## src/sv/smpg_pkg.sv

```systemverilog
// shared types and constants for the serial mouse packet generator
// depends on nothing; every other file refers to it by scoped names
package smpg_pkg;

  // coordinate width of the stored positions
  localparam int COORD_BITS = 16;
  localparam int DIFF_BITS  = COORD_BITS + 1;
  localparam int SPEED_BITS = 9;
  localparam int LAT_BITS   = 11;

  // command queue between front and back
  localparam int QDEPTH = 4;
  localparam int QAW    = $clog2(QDEPTH);

  // input action codes
  localparam logic [1:0] ACT_POSITION = 2'd0;
  localparam logic [1:0] ACT_LINE     = 2'd1;
  localparam logic [1:0] ACT_TICK     = 2'd2;
  localparam logic [1:0] ACT_RECENTRE = 2'd3;

  // result kind codes
  localparam logic [1:0] KIND_PACKET  = 2'd0;
  localparam logic [1:0] KIND_FRAMING = 2'd1;
  localparam logic [1:0] KIND_PARITY  = 2'd2;

  // configuration register indexes
  localparam logic [1:0] REG_SPEED_MUL     = 2'd0;
  localparam logic [1:0] REG_SWAP_BUTTONS  = 2'd1;
  localparam logic [1:0] REG_PORT_SELECT   = 2'd2;
  localparam logic [1:0] REG_LATENCY_TICKS = 2'd3;

  // reset values of the registers
  localparam logic [SPEED_BITS-1:0] SPEED_RESET   = SPEED_BITS'(205);
  localparam logic [1:0]            PORT_RESET    = 2'd1;
  localparam logic [LAT_BITS-1:0]   LATENCY_RESET = LAT_BITS'(725 * 2);

  // receiver settings that a packet needs
  localparam logic [3:0] CHAR_BITS_OK = 4'd8;
  localparam logic [1:0] STOP_TWO     = 2'd3;
  localparam logic [1:0] PARITY_NONE  = 2'd0;

  // one queued command: a packet or an error report
  typedef struct packed {
    logic [1:0]                  kind;
    logic [1:0]                  buttons;
    logic signed [DIFF_BITS-1:0] dx;
    logic signed [DIFF_BITS-1:0] dy;
  } cmd_t;

  // 16-bit input position to stored coordinate width
  function automatic logic signed [COORD_BITS-1:0] coord_from16(logic signed [15:0] v);
    logic signed [31:0] w;
    w = 32'(v);
    return COORD_BITS'(w);
  endfunction

endpackage

```

## src/sv/serial_mouse_packet_generator.sv

```systemverilog
// Serial mouse packet generator, top level.
// Input stream s_*: one item per transaction, action code in s_tuser.
// Position items store the absolute pointer and buttons; a falling edge of
// the request line on the selected port starts the latency countdown of
// latency_ticks tick items. At expiry the receiver settings in the tick item
// decide: a framing error, a parity error, silence, or a three-byte packet
// (status, dx, dy) on the output stream m_*, kind in m_tuser, m_tlast on the
// final byte of each run.
// Config channel cfg_*: index 0 speed_mul, 1 swap_buttons, 2 port_select,
// 3 latency_ticks; always ready; the user must write it only while the block is idle, which it does not enforce.
// Throughput: one input item per cycle while the command queue has room; the
// front's state is registered. A packet occupies the output for three transactions.
// Path: the command of the expiring tick passes the queue register, the
// multiply stage and the output shift register before the first result byte.
// When the receiver stalls, results wait in the output shift register,
// the product stage and a four-entry command queue; s_tready drops only
// when that queue is full. Reset sets the control state and the config
// registers to their reset values; no result is pending after reset.
// Uses smpg_pkg, smpg_front, smpg_queue, smpg_back.
module serial_mouse_packet_generator (
  input  logic        clk,
  input  logic        rst,
  input  logic        s_tvalid,
  output logic        s_tready,
  // pos_x[15:0], pos_y[31:16], buttons[33:32], line_level[34], line_port[36:35],
  // rx_enabled[37], rate_is_4800[38], char_bits[42:39], stop_code[44:43],
  // parity_mode[46:45], rx_empty[47]
  input  logic [47:0] s_tdata,
  // action[1:0]
  input  logic [1:0]  s_tuser,
  output logic        m_tvalid,
  input  logic        m_tready,
  // data_byte[7:0]
  output logic [7:0]  m_tdata,
  // kind[1:0]
  output logic [1:0]  m_tuser,
  output logic        m_tlast,
  input  logic        cfg_valid,
  output logic        cfg_ready,
  input  logic [1:0]  cfg_index,
  input  logic [10:0] cfg_data
);

  logic [smpg_pkg::SPEED_BITS-1:0] speed_mul;
  logic                            push, q_ready, q_valid, q_pop;
  smpg_pkg::cmd_t                  push_cmd, q_cmd;

  assign cfg_ready = 1'b1;

  // front: classify items, hold state
  smpg_front u_front (
    .clk          (clk),
    .rst          (rst),
    .item_valid   (s_tvalid),
    .item_ready   (s_tready),
    .action       (s_tuser),
    .pos_x        (s_tdata[15:0]),
    .pos_y        (s_tdata[31:16]),
    .buttons      (s_tdata[33:32]),
    .line_level   (s_tdata[34]),
    .line_port    (s_tdata[36:35]),
    .rx_enabled   (s_tdata[37]),
    .rate_is_4800 (s_tdata[38]),
    .char_bits    (s_tdata[42:39]),
    .stop_code    (s_tdata[44:43]),
    .parity_mode  (s_tdata[46:45]),
    .rx_empty     (s_tdata[47]),
    .cfg_write    (cfg_valid && cfg_ready),
    .cfg_index    (cfg_index),
    .cfg_data     (cfg_data),
    .speed_mul    (speed_mul),
    .push         (push),
    .push_cmd     (push_cmd),
    .q_ready      (q_ready)
  );

  // command queue
  smpg_queue u_queue (
    .clk        (clk),
    .rst        (rst),
    .push       (push),
    .push_cmd   (push_cmd),
    .push_ready (q_ready),
    .pop        (q_pop),
    .pop_valid  (q_valid),
    .pop_cmd    (q_cmd)
  );

  // back: scale, saturate, serialize
  smpg_back u_back (
    .clk       (clk),
    .rst       (rst),
    .speed_mul (speed_mul),
    .q_valid   (q_valid),
    .q_cmd     (q_cmd),
    .q_pop     (q_pop),
    .out_valid (m_tvalid),
    .out_ready (m_tready),
    .out_kind  (m_tuser),
    .out_byte  (m_tdata),
    .out_last  (m_tlast)
  );

endmodule

```

## src/sv/smpg_front.sv

```systemverilog
// front part: config registers, position state, request edge and countdown
// decides at expiry what to report and pushes a command; uses smpg_pkg
module smpg_front (
  input  logic                           clk,
  input  logic                           rst,
  input  logic                           item_valid,
  output logic                           item_ready,
  input  logic [1:0]                     action,
  input  logic signed [15:0]             pos_x,
  input  logic signed [15:0]             pos_y,
  input  logic [1:0]                     buttons,
  input  logic                           line_level,
  input  logic [1:0]                     line_port,
  input  logic                           rx_enabled,
  input  logic                           rate_is_4800,
  input  logic [3:0]                     char_bits,
  input  logic [1:0]                     stop_code,
  input  logic [1:0]                     parity_mode,
  input  logic                           rx_empty,
  input  logic                           cfg_write,
  input  logic [1:0]                     cfg_index,
  input  logic [10:0]                    cfg_data,
  output logic [smpg_pkg::SPEED_BITS-1:0] speed_mul,
  output logic                           push,
  output smpg_pkg::cmd_t                 push_cmd,
  input  logic                           q_ready
);

  logic                                   swap_buttons;
  logic [1:0]                             port_select;
  logic [smpg_pkg::LAT_BITS-1:0]          latency_ticks;
  logic signed [smpg_pkg::COORD_BITS-1:0] cur_x, cur_y, prev_x, prev_y;
  logic [1:0]                             button_state;
  logic                                   line_was_high;
  logic                                   recentre_pending;
  logic [smpg_pkg::LAT_BITS-1:0]          countdown;

  logic accept;
  logic port_match;
  logic expire;
  logic framing_bad;
  logic send_packet;
  logic [1:0] btn_swapped;

  assign item_ready = q_ready;
  assign accept     = item_valid && item_ready;

  // classify the item
  assign port_match  = (port_select != 2'd0) && (line_port == port_select);
  assign expire      = accept && (action == smpg_pkg::ACT_TICK) &&
                       (countdown == smpg_pkg::LAT_BITS'(1));
  assign framing_bad = !rate_is_4800 || (char_bits != smpg_pkg::CHAR_BITS_OK) ||
                       (stop_code != smpg_pkg::STOP_TWO);
  assign send_packet = expire && rx_enabled && !framing_bad &&
                       (parity_mode == smpg_pkg::PARITY_NONE) && rx_empty;
  assign btn_swapped = swap_buttons ? {buttons[0], buttons[1]} : buttons;

  // command for the back part
  always_comb begin
    push          = 1'b0;
    push_cmd.kind = smpg_pkg::KIND_PACKET;
    if (expire && rx_enabled) begin
      if (framing_bad) begin
        push          = 1'b1;
        push_cmd.kind = smpg_pkg::KIND_FRAMING;
      end else if (parity_mode != smpg_pkg::PARITY_NONE) begin
        push          = 1'b1;
        push_cmd.kind = smpg_pkg::KIND_PARITY;
      end else if (rx_empty) begin
        push = 1'b1;
      end
    end
    push_cmd.buttons = button_state;
    push_cmd.dx      = smpg_pkg::DIFF_BITS'(cur_x) - smpg_pkg::DIFF_BITS'(prev_x);
    push_cmd.dy      = smpg_pkg::DIFF_BITS'(cur_y) - smpg_pkg::DIFF_BITS'(prev_y);
  end

  // state update; config writes are to come only while idle, which the block does not enforce
  always_ff @(posedge clk) begin
    if (rst) begin
      speed_mul        <= smpg_pkg::SPEED_RESET;
      swap_buttons     <= 1'b0;
      port_select      <= smpg_pkg::PORT_RESET;
      latency_ticks    <= smpg_pkg::LATENCY_RESET;
      cur_x            <= '0;
      cur_y            <= '0;
      prev_x           <= '0;
      prev_y           <= '0;
      button_state     <= 2'b00;
      line_was_high    <= 1'b0;
      recentre_pending <= 1'b1;
      countdown        <= '0;
    end else begin
      if (accept) begin
        unique case (action)
          smpg_pkg::ACT_POSITION: begin
            cur_x        <= smpg_pkg::coord_from16(pos_x);
            cur_y        <= smpg_pkg::coord_from16(pos_y);
            button_state <= btn_swapped;
            if (recentre_pending) begin
              recentre_pending <= 1'b0;
              prev_x           <= smpg_pkg::coord_from16(pos_x);
              prev_y           <= smpg_pkg::coord_from16(pos_y);
            end
          end
          smpg_pkg::ACT_LINE: begin
            if (port_match) begin
              if (line_level) begin
                line_was_high <= 1'b1;
              end else if (line_was_high) begin
                line_was_high <= 1'b0;
                if (countdown == '0) begin
                  countdown <= latency_ticks;
                end
              end
            end
          end
          smpg_pkg::ACT_TICK: begin
            if (countdown != '0) begin
              countdown <= countdown - smpg_pkg::LAT_BITS'(1);
            end
            if (send_packet) begin
              prev_x <= cur_x;
              prev_y <= cur_y;
            end
          end
          smpg_pkg::ACT_RECENTRE: begin
            recentre_pending <= 1'b1;
          end
          default: begin
          end
        endcase
      end
      if (cfg_write) begin
        unique case (cfg_index)
          smpg_pkg::REG_SPEED_MUL: begin
            if (cfg_data[smpg_pkg::SPEED_BITS-1:0] != speed_mul) begin
              speed_mul        <= cfg_data[smpg_pkg::SPEED_BITS-1:0];
              recentre_pending <= 1'b1;
            end
          end
          smpg_pkg::REG_SWAP_BUTTONS: swap_buttons <= cfg_data[0];
          smpg_pkg::REG_PORT_SELECT: begin
            port_select <= cfg_data[1:0];
            if (cfg_data[1:0] == 2'd0) begin
              recentre_pending <= 1'b1;
              countdown        <= '0;
            end
          end
          smpg_pkg::REG_LATENCY_TICKS: latency_ticks <= cfg_data[smpg_pkg::LAT_BITS-1:0];
          default: begin
          end
        endcase
      end
    end
  end

endmodule

```

## src/sv/smpg_queue.sv

```systemverilog
// short command queue between front and back parts
// register array with read and write pointers; uses smpg_pkg
module smpg_queue (
  input  logic           clk,
  input  logic           rst,
  input  logic           push,
  input  smpg_pkg::cmd_t push_cmd,
  output logic           push_ready,
  input  logic           pop,
  output logic           pop_valid,
  output smpg_pkg::cmd_t pop_cmd
);

  smpg_pkg::cmd_t             entries [smpg_pkg::QDEPTH];
  logic [smpg_pkg::QAW-1:0]   wr_ptr, rd_ptr;
  logic [smpg_pkg::QAW:0]     count;
  logic                       do_push, do_pop;

  assign push_ready = (count != (smpg_pkg::QAW+1)'(smpg_pkg::QDEPTH));
  assign pop_valid  = (count != '0);
  assign pop_cmd    = entries[rd_ptr];
  assign do_push    = push && push_ready;
  assign do_pop     = pop && pop_valid;

  // payload storage
  always_ff @(posedge clk) begin
    if (do_push) begin
      entries[wr_ptr] <= push_cmd;
    end
  end

  // pointers and fill count
  always_ff @(posedge clk) begin
    if (rst) begin
      wr_ptr <= '0;
      rd_ptr <= '0;
      count  <= '0;
    end else begin
      if (do_push) begin
        wr_ptr <= wr_ptr + smpg_pkg::QAW'(1);
      end
      if (do_pop) begin
        rd_ptr <= rd_ptr + smpg_pkg::QAW'(1);
      end
      unique case ({do_push, do_pop})
        2'b10:   count <= count + (smpg_pkg::QAW+1)'(1);
        2'b01:   count <= count - (smpg_pkg::QAW+1)'(1);
        default: count <= count;
      endcase
    end
  end

endmodule

```

## src/sv/smpg_back.sv

```systemverilog
// back part: scales the deltas, saturates them and sends the result bytes
// a product stage feeds a three-byte output shift register; uses smpg_pkg
module smpg_back (
  input  logic                            clk,
  input  logic                            rst,
  input  logic [smpg_pkg::SPEED_BITS-1:0] speed_mul,
  input  logic                            q_valid,
  input  smpg_pkg::cmd_t                  q_cmd,
  output logic                            q_pop,
  output logic                            out_valid,
  input  logic                            out_ready,
  output logic [1:0]                      out_kind,
  output logic [7:0]                      out_byte,
  output logic                            out_last
);

  localparam int PROD_BITS = smpg_pkg::DIFF_BITS + smpg_pkg::SPEED_BITS + 1;
  localparam int SC_BITS   = PROD_BITS - 8;

  // product stage
  logic                        a_valid;
  logic [1:0]                  a_kind;
  logic [1:0]                  a_buttons;
  logic signed [PROD_BITS-1:0] a_px, a_py;

  // output shift register
  logic       ser_valid;
  logic [1:0] ser_kind;
  logic [1:0] ser_rem;
  logic [7:0] ser_b0, ser_b1, ser_b2;

  logic signed [PROD_BITS-1:0] speed_s;
  logic signed [SC_BITS-1:0]   sc_x, sc_y;
  logic                        x_hi, x_lo, y_hi, y_lo;
  logic [7:0]                  dx_byte, dy_byte, status;
  logic                        ser_free, a_adv, a_load, out_fire;

  assign speed_s  = PROD_BITS'($signed({1'b0, speed_mul}));
  assign out_fire = ser_valid && out_ready;
  assign ser_free = !ser_valid || (out_fire && (ser_rem == 2'd1));
  assign a_adv    = a_valid && ser_free;
  assign a_load   = !a_valid || a_adv;
  assign q_pop    = q_valid && a_load;

  // floor scaling is the arithmetic shift; then saturate to one byte
  always_comb begin
    sc_x    = a_px[PROD_BITS-1:8];
    sc_y    = a_py[PROD_BITS-1:8];
    x_hi    = (sc_x > $signed(SC_BITS'(127)));
    x_lo    = (sc_x < $signed(-SC_BITS'(128)));
    y_hi    = (sc_y > $signed(SC_BITS'(127)));
    y_lo    = (sc_y < $signed(-SC_BITS'(128)));
    dx_byte = x_hi ? 8'h7f : (x_lo ? 8'h80 : sc_x[7:0]);
    dy_byte = y_hi ? 8'h7f : (y_lo ? 8'h80 : sc_y[7:0]);
    status  = {y_lo, y_hi, x_lo, x_hi, 2'b00, a_buttons};
  end

  // product stage load
  always_ff @(posedge clk) begin
    if (rst) begin
      a_valid <= 1'b0;
    end else if (a_load) begin
      a_valid <= q_valid;
    end
  end

  always_ff @(posedge clk) begin
    if (q_pop) begin
      a_kind    <= q_cmd.kind;
      a_buttons <= q_cmd.buttons;
      a_px      <= PROD_BITS'(q_cmd.dx) * speed_s;
      a_py      <= PROD_BITS'(q_cmd.dy) * speed_s;
    end
  end

  // output shift register: load a run, shift one byte per transaction
  always_ff @(posedge clk) begin
    if (rst) begin
      ser_valid <= 1'b0;
      ser_rem   <= 2'd0;
    end else if (ser_free) begin
      ser_valid <= a_valid;
      ser_rem   <= (a_kind == smpg_pkg::KIND_PACKET) ? 2'd3 : 2'd1;
    end else if (out_fire) begin
      ser_rem <= ser_rem - 2'd1;
    end
  end

  always_ff @(posedge clk) begin
    if (ser_free) begin
      ser_kind <= a_kind;
      if (a_kind == smpg_pkg::KIND_PACKET) begin
        ser_b0 <= status;
        ser_b1 <= dx_byte;
        ser_b2 <= dy_byte;
      end else begin
        ser_b0 <= 8'h00;
        ser_b1 <= 8'h00;
        ser_b2 <= 8'h00;
      end
    end else if (out_fire) begin
      ser_b0 <= ser_b1;
      ser_b1 <= ser_b2;
    end
  end

  assign out_valid = ser_valid;
  assign out_kind  = ser_kind;
  assign out_byte  = ser_b0;
  assign out_last  = (ser_rem == 2'd1);

endmodule

```

## config.mk

```make
export PLATFORM = sky130hd
export DESIGN_NAME = serial_mouse_packet_generator
export DESIGN_NICKNAME = d
export VERILOG_FILES = /design/src/sv/smpg_pkg.sv /design/src/sv/serial_mouse_packet_generator.sv /design/src/sv/smpg_front.sv /design/src/sv/smpg_queue.sv /design/src/sv/smpg_back.sv
export SDC_FILE = /design/constraint.sdc
export NUM_CORES = 1
export LEC_CHECK = 0
export BUFFER_PORTS_ARGS = -buffer_cell sky130_fd_sc_hd__buf_4
export CAP_MARGIN = 5
export CORE_AREA = 2 2 244 246
export DETAILED_ROUTE_END_ITERATION = 10
export DIE_AREA = 0 0 246 248
export SLEW_MARGIN = 20
export SYNTH_ARGS = -nofsm -noshare
export SYNTH_HDL_FRONTEND = slang
export SYNTH_HIERARCHICAL = 1
export SYNTH_SLANG_ARGS = --single-unit
```

## constraint.sdc

```tcl
create_clock -name clk -period 5.58 [get_ports clk]
set_clock_uncertainty 0.05 [all_clocks]
set_input_delay 0.279 -clock clk [delete_from_list [all_inputs] [get_ports clk]]
set_output_delay 0.279 -clock clk [all_outputs]
set_load 0.1 [all_outputs]
```

# [Word level (Yosys, flattened, before mapping)]
# Memories as Yosys holds them, arrays and structs flattened. A register that Yosys moved wholly into a read port is not among the register bits.
# Index checks and enable logic that the tools add are counted.
[totals] reg_bits=197 mem_bits_rw=152 input_bits=68 out_inout_bits=14 n_memories=1
[op_classes] n_addsub=8 n_mul=2 order_cmp=4 eq_ne=17 n_mux=49 bitwise=1 reduce_logical=43
[mem_list] memory="u_queue.entries" depth=4 word_bits=38 read_ports=1 rd_clocked_by_memory_dff=1 write_ports=1 line_no="smpg_queue.sv:14" rtl="smpg_pkg::cmd_t entries [smpg_pkg::QDEPTH];"
[ops] op="11-bit 2-to-1 mux" n=9
[ops] op="8-bit 2-to-1 mux" n=9
[ops] op="16-bit 2-to-1 mux" n=4
[ops] op="16-bit case mux with 2 select lines" n=2
[ops] op="17-bit by 10-bit multiplier with 27-bit output" n=2
[ops] op="19-bit by 8-bit greater-than comparator with 1-bit output, second input constant" n=2
[ops] op="19-bit by 8-bit < comparator with 1-bit output, second input constant" n=2
[ops] op="16-bit by 16-bit subtractor with 17-bit output" n=2
[ops] op="11-bit case mux with 2 select lines" n=1
[ops] op="2-bit 2-to-1 mux" n=9
[ops] op="1-bit logical AND" n=14
[ops] op="11-bit by 1-bit equality test with 1-bit output, second input constant" n=1
[ops] op="11-bit zero test" n=1
[ops] op="1-bit 2-to-1 mux" n=11
[ops] op="11-bit nonzero test" n=1
[ops] op="11-bit by 1-bit subtractor with 11-bit output, second input constant" n=1
[ops] op="2-bit equality test, second input constant" n=5
[ops] op="2-bit zero test" n=5
[ops] op="2-bit nonzero test" n=5
[ops] op="9-bit inequality test" n=1
[ops] op="2-bit by 1-bit equality test with 1-bit output, second input constant" n=4
[ops] op="2-bit AND reduction" n=4
[ops] op="7-bit 2-to-1 mux" n=1
[ops] op="3-bit case mux with 2 select lines" n=1
[ops] op="17 further kinds" n=27

# [Depth between registers and ports, before layout]
# Gate-level depths: netlist of run 1.
[logic_depth] ltp_word=10 depth_mapped=23

# [Hierarchy]
# The synthesis of run 1 kept the hierarchy.
[by_module_without_submodules] mod="smpg_back" instances=1 cells_each=1369 area_each_um2=13256.5 seq_area_each_um2=2122.0
[by_module_without_submodules] mod="smpg_front" instances=1 cells_each=785 area_each_um2=6108.4 seq_area_each_um2=2042.0
[by_module_without_submodules] mod="smpg_queue" instances=1 cells_each=250 area_each_um2=5974.5 seq_area_each_um2=4744.6
[by_module_without_submodules] mod="serial_mouse_packet_generator" instances=1 cells_each=2 area_each_um2=11.3 seq_area_each_um2=0.0

# [Worst setup path before layout of run 1]
# Ideal clock, no wire load.
[synth_timing] kind="reg2reg" from="reg u_back.ser_rem[0]" to="reg u_queue/count[2] (netlist name)" setup_ps=70 arrival_time_ps=6662 required_time_ps=5460 setup_slack_ps=-1202 path_stages_with_launch=14 cell_sequence="dfxtp_1 > ha_1 > nand2_1 > and2_1 > clkbuf_1 > clkbuf_1 > a21boi_0 > o31a_1 > ha_1 > inv_1 > fa_1 > xor2_1 > or3_1 > a21oi_1"
[synth_between] elab_chain_len=9 elab_cells_between_ends=11 cone_classes="3 x eq/ne; 1 x mux; 7 x reduce/logical"
[synth_lines] item="start: declaration" line_no="smpg_back.sv:29" rtl="logic [1:0] ser_rem;"
[synth_lines] item="start signal: assignment" line_no="smpg_back.sv:83" rtl="ser_rem <= (a_kind == smpg_pkg::KIND_PACKET) ? 2'd3 : 2'd1;"
[synth_lines] item="start signal: assignment" line_no="smpg_back.sv:85" rtl="ser_rem <= ser_rem - 2'd1;"
[synth_lines] item="2-bit by 1-bit equality test with 1-bit output *"
[synth_lines] item="named net m_tlast" line_no="serial_mouse_packet_generator.sv:37" rtl="output logic m_tlast,"
[synth_lines] item="1-bit logical AND *" line_no="smpg_back.sv:40" rtl="assign ser_free = !ser_valid || (out_fire && (ser_rem == 2'd1));"
[synth_lines] item="1-bit logical OR *" line_no="smpg_back.sv:40"
[synth_lines] item="1-bit logical AND *" line_no="smpg_back.sv:41" rtl="assign a_adv = a_valid && ser_free;"
[synth_lines] item="1-bit logical OR *" line_no="smpg_back.sv:42" rtl="assign a_load = !a_valid || a_adv;"
[synth_lines] item="1-bit logical AND *" line_no="smpg_back.sv:43" rtl="assign q_pop = q_valid && a_load;"
[synth_lines] item="named net q_pop" line_no="serial_mouse_packet_generator.sv:45" rtl="logic push, q_ready, q_valid, q_pop;"
[synth_lines] item="1-bit logical AND *" line_no="smpg_queue.sv:23" rtl="assign do_pop = pop && pop_valid;"
[synth_lines] item="named net u_queue.do_pop" line_no="smpg_queue.sv:17" rtl="logic do_push, do_pop;"
[synth_lines] item="2-bit by 1-bit equality test with 1-bit output or 2-bit equality test (tied branches)" line_no="smpg_queue.sv:45" rtl="unique case ({do_push, do_pop})"
[synth_lines] item="3-bit case mux with 2 select lines or 2-bit nonzero test (tied branches)"
[synth_lines] item="end signal: assignment" line_no="smpg_queue.sv:46" rtl="2'b10: count <= count + (smpg_pkg::QAW+1)'(1);"
[synth_lines] item="end signal: assignment" line_no="smpg_queue.sv:47" rtl="2'b01: count <= count - (smpg_pkg::QAW+1)'(1);"
[synth_lines] item="end signal: assignment" line_no="smpg_queue.sv:48" rtl="default: count <= count;"
[synth_lines] item="end: declaration" line_no="smpg_queue.sv:16" rtl="logic [smpg_pkg::QAW:0] count;"
# Mark *: on every way through the listed nets, which the timed path passes. The rest lies on a longest branch.
# A chain may end at the register's enable or synchronous reset.

==> flow_summary.yaml, run 1 <==
cts:
  clk_path_buf_depth: 3
  cts_max_level: 2
  cts_tree: "built"
  numClockSinks: 335
  insertion_delay_ns: 0.57
  root_buffer: "clkbuf_16"
  clk_pin_slew_worst_paths_ns: 0.07
  numCtsBuffers: 39
status:
  violations: "setup timing"
  status: "finished, violations left"
cells_and_area:
  drive_gt1_share_pct: 24.4
  layout.nets: 3237
  fin_area_um2: 31500
  area_growth_pct: 24.4
  diodes: 0
power_and_ir_drop:
  totalPowerFinal_w: 0.0102
  ir_worst_vdd_mv: 0.222
  p_leak_nw: 13.4
  power_density_nw_per_um2: 323
drt:
  ant_nets: 0
  drtIter0Drc: 841
  drc: 0
  vias: 17950
  finalWirelength_um: 58100
  vias_per_cell: 5.05
  wl_per_cell_um: 16.3
  first_pass_iters: 5
timing:
  setup_viol: 24
  timing.slew.headroom_pct: 29.4
  fmax_ghz: 0.168
  hold_viol: 0
  timing.final.crit_share_pct: 107
  final-max-slew-violation-count: 0
  tns_ns: -5.31
  rsz0062_at_grt: "yes"
  min_period_ns: 5.95
  tightest_slew_ns: 1.06
  setup_slack_ns: -0.372
synthesis:
  yosys.area_share.simple_pct: 14.0
  synth_xor_area_share_pct: 2.69
  synth_top_family_by_area: "adder cells"
  yosys_most_used_dff: "edfxtp_1"
  yosys_warnings: 6
  ys_ff_latch: 335
  synth_compound_area_share_pct: 9.01
  avgSynthCellArea_um2: 10.5
  ys_types: 81
  synth_edf_count: 220
  async_reset_ff_share_pct: 0
  synthMuxAreaShare_pct: 4.08
  syn_inst: 2406
  synth_fa_ha_area_share_pct: 28.3
  netlist_area_um2: 25400
  ys_seq_area_share_pct: 35.1
  synth_nets: 2891
floorplan:
  chipHeight_um: 248
  rows: 89
  dieArea_um2: 61000
  die_w_um: 246
  initial_core_util_pct: 43.4
  ioPinCount: 82
  coreArea_um2: 58500
critical_path:
  reg2reg_setup_slack_ns: -0.37
  critical_path_class: "flip-flop to flip-flop"
  cp_num_cells: 21
  cp_max_fo: 7
  crit_top_cell: "fa_1"
  cp_data_arrival_time_ns: 6.23
  r2r_end: "u_back/a_py[26]$_DFFE_PP_"
  slowest_delay_ns: 0.59
  r2r_cells: 21
  critPathCaptureType: "flip-flop"
  cp-start-kind: "flip-flop"
  cp_top_family: "adder cells"
  path_buf_inv: 7
  required_ns: 5.86
  cp_cell_sequence: "buf_6 > buf_16 > mux4_2 > buf_6 > and2_4 > fa_2 > fa_1 > fa_1 > fa_1 > inv_1 > fa_1 > inv_2 > ha_4 > a211oi_2 > buf_4 > nand4b_1 > nand2_2 > o211ai_1 > buf_4 > a31o_4 > xnor2_2"
  worstSetupEndpoint: "u_back/a_py[26]$_DFFE_PP_"
  cp_slowest_cell: "mux4_2"
min_path:
  hp-start: "s_tdata[32]"
  hp-class: "input pin to flip-flop"
run:
  maxCapViolations: 0
placed_design:
  gp_congestion: 0.857
  placed_cell_area_um2: 28300
  numPortBuffers: 80
  dpl.hpwl_um: 43600
global_routing:
  grt_pass1_vias: 18977
  grt_overflow_total: 0
  grt_max_degree: 84
  grt_pass1_wl_um: 95600
  antenna_found_initial: 2
  grt_use_total_pct: 19.4
## tightest hold or removal path: cells and delay by family
| family | cells | cell delay, ns |
|---|---|---|
| AOI/OAI and AO/OA | 1 | 0.09 |
| buffers and inverters | 1 | 0.11 |
| muxes | 1 | 0.13 |
## registers in the layout, summed over array words and instances (netlist names), 3 cells and up, named ones only
| name | cells |
|---|---|
| u_queue/entries | 152 |
| u_back/a_px | 19 |
| u_back/a_py | 19 |
| u_front/cur_x | 16 |
| u_front/cur_y | 16 |
| u_front/prev_x | 16 |
| u_front/prev_y | 16 |
| u_front/countdown | 11 |
| u_front/latency_ticks | 11 |
| u_front/speed_mul | 9 |
| u_back/out_byte | 8 |
| u_back/ser_b1 | 8 |
| u_back/ser_b2 | 8 |
| u_queue/count | 3 |
## metrics by stage
step,util (%),setup slack [ns],std cells,hold WS [ns]
finish,53.9,-0.372,3555,0.0375
global route,53.9,-0.568,3555,0.0333
CTS,52.7,-0.451,3533,0.00901
detailed placement,48.3,-0.520,3372,0.411
global placement,48.3,-0.504,3372,0.405
floorplan,-,-0.320,2406,0.298
## cell usage in the layout (no fill, tap or decap), drive strengths merged, types with 10 or more instances in the layout
cell,n
a211oi,11
a21o,10
a21oi,143
a22oi,33
and2,173
buf,343
clkbuf,47
clkinv,14
dfxtp,115
dlygate4sd3,47
edfxtp,220
fa,259
ha,158
inv,354
mux2i,11
mux4,39
nand2,321
nand2b,10
nand3,25
nand3b,11
nand4,15
nor2,103
nor2b,18
nor3,31
o21a,18
o21ai,47
xnor2,54
xor2,24
## cell type report
| cell class | instances | area, um^2 |
|---|---|---|
| sequential | 335 | 8910 |
| tap | 773 | 967 |
| clock buffer | 47 | 1020 |
| multi-input combinational | 1633 | 15700 |
| clock inverter | 24 | 259 |
| timing repair buffer | 390 | 3340 |
| inverter | 353 | 1330 |
| fill | 5011 | 26900 |
## cells in the mapped netlist (all sizes together) (47+ instances only)
cell | count | area share, %
inv | 353 | 5.2
nand2 | 321 | 4.8
fa | 259 | 20
edfxtp | 220 | 26
and2 | 173 | 4.3
ha | 158 | 7.8
a21oi | 143 | 2.9
dfxtp | 115 | 9.1
nor2 | 103 | 1.5
clkbuf | 66 | 0.98
xnor2 | 54 | 1.9
o21ai | 47 | 0.94
## layer usage
metal	vias up	GRT usage, %	wire length [um]
met5	-	0	0
met4	0	5.15	1260
met3	67	2.65	2010
met2	272	32.7	27900
met1	8928	26.5	26900
li1	8683	-	-
## timing repair
item | CTS | global route
setup buffers | 40 | 27
cloned | 3 | 0
endpoints found under the setup margin | 34 | 34
hold buffers | 47 | 0
gates resized for setup | 90 | 157
hold endpoints to repair | 90 | 0
pin swaps | 36 | 143
## power breakdown
group | switching (W) | internal (W)
clock network | 0.00106 | 0.00146
logic | 0.00231 | 0.00243
registers | 0.0000257 | 0.00288
total | 0.00339 | 0.00677
## worst min path at each step
stage | endpoint | depth (start not counted)
6_report | u_front/button_state[0]$_SDFFE_PP0P_ | 3
5_1_grt | u_back/out_valid$_SDFFE_PP0N_ | 2
4_1_cts | u_front/button_state[0]$_SDFFE_PP0P_ | 3
3_5_place_dp | u_front/latency_ticks[0]$_SDFFE_PP0P_ | 2
3_3_place_gp | u_front/latency_ticks[0]$_SDFFE_PP0P_ | 2
2_1_floorplan | u_back/ser_rem[0]$_SDFFE_PP0P_ | 1
## cell families (layout without fill, tap and decap cells)
group	after synthesis	count (layout)
flops	335	335
other cells	1	1
mux	55	56
xor+xnor	78	78
fa+ha+maj	417	417
compound gates	344	344
buf+inv	439	814
simple gates	737	737
Note: power is estimated with default switching activity, not from simulation.
==> run 2: changes to the inputs <==
- clock period: 5.58 -> 4.8 ns (I/O delays scaled with it)
==> run 2 against run 1 <==
Compared with the run above: the run still ends with setup timing left; sequential power rose by 16%; maximum frequency up 0.59%; sequential cell count did not move; power is 10% higher; die area stayed put; clock-buffer cell count increased by 9; combinational power increased by 4%; routed wire length shrank 2.2%; sequential share of layout area increased by 0.62 points; largest cell class unchanged.
==> flow_summary.yaml, run 2 (synthesized netlist as in run 1, its figures left out) <==
critical_path:
  path_buf_inv: 4
  slowest_delay_ns: 0.56
  cp_cell_sequence: "buf_12 > mux4_2 > buf_4 > and2_1 > fa_1 > fa_1 > fa_1 > fa_1 > inv_1 > fa_1 > inv_1 > ha_4 > a211oi_2 > nand4b_1 > nand2_2 > o211ai_1 > a31o_2 > xnor2_1"
  crit_top_cell: "fa_1"
  reg2reg_setup_slack_ns: -1.12
  cp_max_fo: 12
  required_ns: 5.05
  cp-start-kind: "flip-flop"
  critical_path_class: "flip-flop to flip-flop"
  r2r_cells: 18
  cp_slowest_cell: "mux4_2"
  critPathCaptureType: "flip-flop"
  cp_data_arrival_time_ns: 6.16
  r2r_end: "u_back/a_py[26]$_DFFE_PP_"
  cp_top_family: "adder cells"
power_and_ir_drop:
  power_frac_comb_pct: 44.0
  p_sw_share_pct: 32.4
  seqPwrFrac_pct: 30.2
  totalPowerFinal_w: 0.0112
  ir_worst_vdd_mv: 0.281
  intPower_w: 0.00757
  switchingPower_w: 0.00362
  clock_power_share_pct: 25.8
  power_density_nw_per_um2: 363
  p_leak_nw: 13.3
floorplan:
  dieArea_um2: 61000
  ioPinCount: 82
  die_w_um: 246
  rows: 89
  coreArea_um2: 58500
  initial_core_util_pct: 43.4
  chipHeight_um: 248
drt:
  first_pass_iters: 7
  vias_per_cell: 5.00
  wl_per_cell_um: 16.0
  ant_nets: 0
  drtIter0Drc: 821
  vias: 17757
  drc: 0
  finalWirelength_um: 56800
cts:
  numClockSinks: 335
  cts_tree: "built"
  clk_pin_slew_worst_paths_ns: 0.06
  cts_max_level: 2
  clk_path_buf_depth: 3
  insertion_delay_ns: 0.56
  numCtsBuffers: 38
  root_buffer: "clkbuf_16"
placed_design:
  gp_congestion: 0.851
  numPortBuffers: 80
  dp_cells: 3407
  dpl.hpwl_um: 44400
  post-place-ws_ns: -1.27
global_routing:
  grt_pass1_vias: 18606
  grt_use_total_pct: 19.1
  grt_overflow_total: 0
  grt_max_degree: 60
  grt_pass1_wl_um: 94300
  antenna_found_initial: 1
timing:
  tightest_slew_ns: 0.966
  final-max-slew-violation-count: 0
  hold_viol: 0
  min_period_ns: 5.92
  rsz0062_at_grt: "yes"
  timing.final.crit_share_pct: 123
  timing.slew.headroom_pct: 35.3
  setup_viol: 38
  hold_slack_ns: 0.0615
  setup_slack_ns: -1.12
  fmax_ghz: 0.169
cells_and_area:
  largest-register: "u_queue/entries"
  n_fill_cell: 5113
  final_common_cell: "inv_1"
  reg_top3: "u_queue/entries: 152 flops, u_back/a_px: 19 flops, u_back/a_py: 19 flops"
  final_cell_mix: "inv_1, buf_4, nand2_1"
  largest_reg_flops: 152
  area_growth_pct: 21.7
  drive_gt1_share_pct: 20.6
  layout.nets: 3229
  stdcell_count: 3549
status:
  status: "finished, violations left"
  violations: "setup timing"
min_path:
  hold_depth: 4
  hp-start: "cfg_valid"
  hp-class: "input pin to flip-flop"
  min_to: "u_front/swap_buttons$_SDFFE_PP0P_"
run:
  maxCapViolations: 0
[run 2: through the flow]
step | TNS, ns | utilization (%) | area, um^2
3_3_place_gp | -32.51 | 49.1 | 28700
4_1_cts | -30.39 | 52.4 | 30700
2_1_floorplan | -21.87 | - | 25700
6_report | -30.27 | 52.8 | 30900
3_5_place_dp | -34.82 | 49.1 | 28700
5_1_grt | -38.55 | 52.8 | 30800
[run 2: repair_timing]
action	4_1_cts	5_1_grt
pin swaps	10	16
gates resized for setup	28	29
setup buffers	14	7
hold buffers	49	0
endpoints found under the hold margin	92	0
setup endpoints to repair	38	38
[run 2: power by group through the flow]
stage | clock, W | sequential (W) | combinational [W]
after floorplan | 0 | 0.00343 | 0.00307
after global placement | 0 | 0.00344 | 0.00454
after detailed placement | 0 | 0.00344 | 0.00464
after CTS | 0.00297 | 0.00338 | 0.00480
after global routing | 0.00306 | 0.00338 | 0.00554
final | 0.00289 | 0.00338 | 0.00492
[run 2: how the worst max path moves through the flow]
stage,from,endpoint,slack (ns),cells past startpoint
3_3_place_gp,flip-flop,u_back/a_py[23]$_DFFE_PP_,-1.22,21
6_report,flip-flop,u_back/a_py[26]$_DFFE_PP_,-1.12,18
5_1_grt,flip-flop,u_back/a_py[26]$_DFFE_PP_,-1.34,19
4_1_cts,flip-flop,u_back/a_px[26]$_DFFE_PP_,-1.09,20
2_1_floorplan,flip-flop,u_back/a_px[26]$_DFFE_PP_,-1.10,20
3_5_place_dp,flip-flop,u_back/a_px[26]$_DFFE_PP_,-1.27,20
[run 2: area by class of cell]
type / instances / area, um^2 / share of cell area [%]
repair buffers: 384 / 3130 / 10.1
multi-input cells: 1632 / 15300 / 49.4
inverters: 353 / 1330 / 4.29
well taps: 773 / 967 / 3.13
flip-flops and latches: 335 / 8910 / 28.9
diodes: 2 / 5.00 / 0.0162
clock inverters: 14 / 190 / 0.616
clock buffers: 56 / 1070 / 3.46
[run 2: tightest hold or removal path, delay by kind of cell]
| family | cells | cell delay [ns] |
|---|---|---|
| simple gates | 2 | 0.22 |
| buf+inv | 1 | 0.09 |
| mux | 1 | 0.07 |
[run 2: metal layers]
layer	global-route usage, %	up-vias	wire (um)
met5	0	-	0
met3	2.04	58	2000
li1	-	8654	-
met1	26.5	8738	26800
met4	4.76	0	1080
met2	32.2	307	26900
